[config.mk]
export PLATFORM = sky130hd
export DESIGN_NAME = aging_page_replacement_unit
export DESIGN_NICKNAME = d
export VERILOG_FILES = /design/src/rtl/apr_pkg.sv /design/src/rtl/aging_page_replacement_unit.sv
export SDC_FILE = /design/constraint.sdc
export NUM_CORES = 1
export LEC_CHECK = 0
export ABC_AREA = 1
export BUFFER_PORTS_ARGS = -buffer_cell sky130_fd_sc_hd__buf_4
export CAP_MARGIN = 20
export CORE_MARGIN = 3
export CORE_UTILIZATION = 60
export CTS_BUF_LIST = sky130_fd_sc_hd__clkbuf_16
export CTS_CLUSTER_DIAMETER = 50
export DETAILED_ROUTE_END_ITERATION = 8
export GPL_TIMING_DRIVEN = 0
export PLACE_DENSITY = 0.77
export SYNTH_ARGS = -nofsm -noshare
export SYNTH_HDL_FRONTEND = slang
export SYNTH_SLANG_ARGS = --single-unit
[constraint.sdc]
create_clock -name clk -period 1.85 [get_ports clk]
set_clock_uncertainty 0.2 [all_clocks]
set_input_delay 0 -clock clk [delete_from_list [all_inputs] [get_ports clk]]
set_output_delay 0 -clock clk [all_outputs]
set_load 0.005 [all_outputs]
[src/rtl/apr_pkg.sv]
package apr_pkg;

	localparam int NUM_PAGES_DEF    = 32;
	localparam int COUNTER_BITS_DEF = 8;
	localparam int MASK_BITS        = 32;
	localparam int VICTIM_W         = 5;

	localparam logic REQ_TICK  = 1'b0;
	localparam logic REQ_QUERY = 1'b1;

endpackage

[src/rtl/aging_page_replacement_unit.sv]
// Channel  | Signals                                  | Direction
// ---------+------------------------------------------+----------
// request  | in_valid, in_ready, req_type, used_mask  | in
// result   | out_valid, out_ready, victim_page        | out
//
// A tick updates all counters at once.
// A query reads one bit of every counter per cycle in ST_SEARCH, MSB first; ST_DONE then
// picks the lowest surviving page and loads the output register once that register is free.
// Reset clears all counters and the output register; a stalled result blocks only
// the end of the next query, and ticks are still taken until that query is accepted.
module aging_page_replacement_unit
	import apr_pkg::*;
#(
	parameter int NUM_PAGES    = NUM_PAGES_DEF,
	parameter int COUNTER_BITS = COUNTER_BITS_DEF
) (
	input  logic                clk,
	input  logic                arst_n,
	input  logic                in_valid,
	output logic                in_ready,
	input  logic                req_type,
	input  logic [31:0]         used_mask,
	output logic                out_valid,
	input  logic                out_ready,
	output logic [VICTIM_W-1:0] victim_page
);

	localparam int CW = $clog2(COUNTER_BITS);
	localparam int IW = ($clog2(NUM_PAGES) > VICTIM_W) ? $clog2(NUM_PAGES) : VICTIM_W;

	typedef enum logic [1:0] {
		ST_IDLE,
		ST_SEARCH,
		ST_DONE
	} state_t;

	state_t                  state_q;
	logic [COUNTER_BITS-1:0] age_q [NUM_PAGES];
	logic [NUM_PAGES-1:0]    cand_q;
	logic [CW-1:0]           bit_q;
	logic                    out_valid_q;
	logic [VICTIM_W-1:0]     victim_q;

	logic                    accept;
	logic                    tick;
	logic [NUM_PAGES-1:0]    msb;
	logic [NUM_PAGES-1:0]    zero_set;
	logic [NUM_PAGES-1:0]    onehot;
	logic [IW-1:0]           idx;
	logic                    load_out;

	assign in_ready    = (state_q == ST_IDLE);
	assign accept      = in_valid && in_ready;
	assign tick        = accept && (req_type == REQ_TICK);
	assign out_valid   = out_valid_q;
	assign victim_page = victim_q;
	assign load_out    = (state_q == ST_DONE) && (!out_valid_q || out_ready);

	always_comb begin
		for (int p = 0; p < NUM_PAGES; p++) begin
			msb[p] = age_q[p][COUNTER_BITS-1];
		end
		zero_set = cand_q & ~msb;
		onehot   = cand_q & (~cand_q + NUM_PAGES'(1));
		idx      = '0;
		for (int p = 0; p < NUM_PAGES; p++) begin
			if (onehot[p]) begin
				idx = idx | IW'(p);
			end
		end
	end

	// Counters rotate left during a search so the MSB of each is read in turn;
	// after COUNTER_BITS rotations they are back in place.
	always_ff @(posedge clk or negedge arst_n) begin
		if (!arst_n) begin
			for (int p = 0; p < NUM_PAGES; p++) begin
				age_q[p] <= '0;
			end
		end else if (tick) begin
			for (int p = 0; p < NUM_PAGES; p++) begin
				if (p < MASK_BITS) begin
					age_q[p] <= {used_mask[p % MASK_BITS], age_q[p][COUNTER_BITS-1:1]};
				end else begin
					age_q[p] <= {1'b0, age_q[p][COUNTER_BITS-1:1]};
				end
			end
		end else if (state_q == ST_SEARCH) begin
			for (int p = 0; p < NUM_PAGES; p++) begin
				age_q[p] <= {age_q[p][COUNTER_BITS-2:0], age_q[p][COUNTER_BITS-1]};
			end
		end
	end

	always_ff @(posedge clk or negedge arst_n) begin
		if (!arst_n) begin
			state_q     <= ST_IDLE;
			cand_q      <= '0;
			bit_q       <= '0;
			out_valid_q <= 1'b0;
			victim_q    <= '0;
		end else begin
			if (load_out) begin
				out_valid_q <= 1'b1;
			end else if (out_valid_q && out_ready) begin
				out_valid_q <= 1'b0;
			end
			case (state_q)
				ST_IDLE: begin
					if (accept && (req_type == REQ_QUERY)) begin
						cand_q  <= '1;
						bit_q   <= CW'(COUNTER_BITS - 1);
						state_q <= ST_SEARCH;
					end
				end
				ST_SEARCH: begin
					if (|zero_set) begin
						cand_q <= zero_set;
					end
					if (bit_q == '0) begin
						state_q <= ST_DONE;
					end else begin
						bit_q <= bit_q - CW'(1);
					end
				end
				ST_DONE: begin
					if (load_out) begin
						victim_q <= idx[VICTIM_W-1:0];
						state_q  <= ST_IDLE;
					end
				end
				default: begin
					state_q <= ST_IDLE;
				end
			endcase
		end
	end

endmodule

==> impl_metrics.tcl <==
set metrics [dict create \
    placementRows 55 \
    hold_path_depth 4 \
    ys_seq_elements 299 \
    p_sw_mw 12.1 \
    postLayoutCoreUtil_pct 74.2 \
    power_mw 30.0 \
    dp.final_hpwl_mm 24.1 \
    power_leakage_nw 7.71 \
    cp.arrival_ns 2.12 \
    synth_top_area_share_pct 53.5 \
    synth-main-ff-cell "dfrtp_1" \
    antenna_left 0 \
    clk_pin_slew_worst_paths_ns 0.06 \
    syn2layout_area_growth_pct 20.8 \
    hold_violations 0 \
    status "finished with violations" \
    min_from "used_mask[5]" \
    fmax_mhz 528 \
    synth.avg_cell_area_sq_um 8.80 \
    yosysTopAreaCell "dfrtp_1" \
    finalNetCount 1767 \
    holdPathEnd "age_q[215]" \
    seqPwrFrac_pct 38.1 \
    cp_cell_sequence "inv_1 -> o22ai_1 -> inv_1 -> nand4_1 -> nor2_1 -> nand3_2 -> nand2_4 -> buf_6 -> nand2_1 -> o21ai_1" \
    synthArstFlopShare_pct 100 \
    netlist_instances 1591 \
    cts.sinks 299 \
    period_share_pct 102 \
    clockBufferDepth 3 \
    swShare_pct 40.4 \
    grt_pass1_wl_mm 58.6 \
    min_path_type "in -> reg" \
    io_buffers 43 \
    r2r_cells 10 \
    drive_gt1_share_pct 16.6 \
    grt_pass1_vias 11600 \
    cp-end-kind "flop" \
    r2r_start "cand_q[4]" \
    die_w_microns 159 \
    synth.area.top_cells "dfrtp_1 (53%), o221ai_1 (14%), nand2_1 (9.1%), inv_1 (7.8%), o21ai_0 (3.6%)" \
    worst_ir_drop_vdd_uv 1290 \
    antenna_found_initial 0 \
    rsz0062_at_grt "true" \
    gr-usage-all-layers_pct 28.1 \
    dp_slack_ns -0.312 \
    finalMaxSlewViolations 0 \
    wire_per_inst_microns 17.6 \
    viasPerCell 5.80 \
    fillCellCount 1645 \
    violations "setup timing" \
    synth_fp_nets 1630 \
    stdcell_count 2065 \
    drc 0 \
    drt-total-wl_mm 36.3 \
    crit_type "reg -> reg" \
    worstPathRequired_ns 2.08 \
    placed_cells 1949 \
    cp-start-kind "flop" \
    setup_viol 26 \
    clkPwrFrac_pct 20.8 \
    clock_latency_ns 0.51 \
    first_pass_iters 5 \
    period_needed_ns 1.89 \
    yosys_warnings 0 \
    htree_levels 2 \
    worst_slew_pin_slew_ns 0.560 \
    holdWs_ns 0.0348 \
    grt_max_degree 124 \
    max_stage_delay_ns 0.44 \
    start_util_pct 61.5 \
    crit_path_frequent_cell "inv_1" \
    critPathMaxFanout 10 \
    regToRegEndpoint "cand_q[9]" \
    synth_edf_count 0 \
    numCtsBuffers 35 \
    slowest_stage "dfrtp_1" \
    synth_commonest_cells "nand2_1 (338), dfrtp_1 (299), inv_1 (292), o221ai_1 (222), o21ai_0 (100)" \
    powerDensity_nw_per_um2 1780 \
    pwr-share-comb_pct 41.1 \
    synth.most_common_cell "nand2_1" \
    grt_overflow 0 \
    synth-seq-area-share_pct 53.5 \
    max_slew_margin_pct 62.7 \
    synthesis.area_sq_um 14000 \
    r2r_slack_ns -0.04 \
    ys_types 30 \
    vias 12000 \
    die_area_sq_um 25200 \
    place_congestion 0.949 \
    drt_iter0_drc 1187 \
    antennaDiodeCount 0 \
    cap_viol_max_count 0 \
    core_area_sq_um 22800 \
    timing.final.ws_setup_ns -0.0430 \
    ioPinCount 44 \
    power.internal_mw 17.9 \
    chipHeight_microns 159 \
    cts_root_buf "clkbuf_16" \
    cts_tree "done" \
]
-- power groups by stage --
stage / Combinational [mW] / Clock (mW) / Sequential (mW)
finish: 12.3 / 6.25 / 11.4
CTS: 11.3 / 6.34 / 11.3
global placement: 10.4 / 0 / 11.3
detailed placement: 10.8 / 0 / 11.4
floorplan: 7.87 / 0 / 10.9
global route: 13.7 / 6.63 / 11.8
-- cell families (layout without fill, tap and decap cells) --
group	count (synthesis)	count (layout)	synth area share, %
AO/OA/AOI/OAI	396	396	20.2
adder cells (fa/ha/maj)	2	2	0.179
buffers and inverters	398	558	11.6
flip-flops	299	299	53.5
AND/OR/NAND/NOR	496	497	14.5
-- metal layers --
layer,up-vias,share of wire (%),track usage [%]
met5,-,0,0
met1,5909,44,39.9
met3,64,5.4,3.65
li1,5665,-,-
met2,348,49,46.3
met4,0,1.9,7.40
-- flip-flops by register name, summed over array words and instances (netlist names) --
signal / count
age_q: 256
bit_q: 3
cand_q: 32
out_valid: 1
state_q: 2
victim_page: 5
-- layout by cell type (no fill, tap or decap), types with 9 or more instances in the layout --
cell             n
clkbuf_4        17
nand2_1        331
nor2_4          13
clkbuf_16       37
buf_4           87
nor2_1          67
o221ai_1       218
dlygate4sd3_1   37
nand4_1         14
o21ai_1         49
dfrtp_1        282
nand2_2         10
buf_6           23
inv_2            9
dfrtp_2         17
nor2_2          16
a21oi_1         32
inv_1          300
nand3_1         30
o21ai_0         85
-- metrics by stage --
step	area, sq um	setup TNS (ns)
after floorplan	14000	0
after global placement	14700	-640.17
after detailed placement	14800	-44.65
after CTS	16400	-0.0554
after global routing	16900	-5.16
final	16900	-0.434
-- how the worst max path moves through the flow --
stage | start | end | slack, ns | depth (start not counted)
after global routing | cand_q[14] | cand_q[11] | -0.14 | 10
final | cand_q[4] | cand_q[9] | -0.04 | 10
after floorplan | state_q[0] | age_q[14] | 0.27 | 6
after detailed placement | state_q[0] | age_q[54] | -0.31 | 6
after global placement | arst_n | age_q[145] | -2.03 | 1
after CTS | cand_q[13] | cand_q[9] | -0.02 | 9
-- area by class of cell --
class / count / area, sq um / area share, %
Buffer: 97 / 816 / 4.83
Clock buffer: 35 / 876 / 5.18
Clock inverter: 26 / 165 / 0.977
Inverter: 301 / 1140 / 6.72
Multi-Input combinational cell: 895 / 5080 / 30.0
Sequential cell: 299 / 7500 / 44.4
Tap cell: 313 / 392 / 2.32
Timing Repair Buffer: 99 / 936 / 5.54
-- repair_timing --
item / CTS / global route
buffers inserted: 5 / 10
hold buffers: 37 / 0
setup endpoints to repair: 286 / 490
gates cloned: 1 / 2
hold endpoints to repair: 346 / 0
pin swaps: 4 / 8
gates resized for setup: 65 / 175
-- critical path, delay by kind of cell, from the launching register on --
family | cells | cell delay (ns)
AOI/OAI and AO/OA | 2 | 0.16
buffers and inverters | 3 | 0.34
DFF | 1 | 0.44
and+or+nand+nor | 5 | 0.65
(Power assumes the default switching activity.)
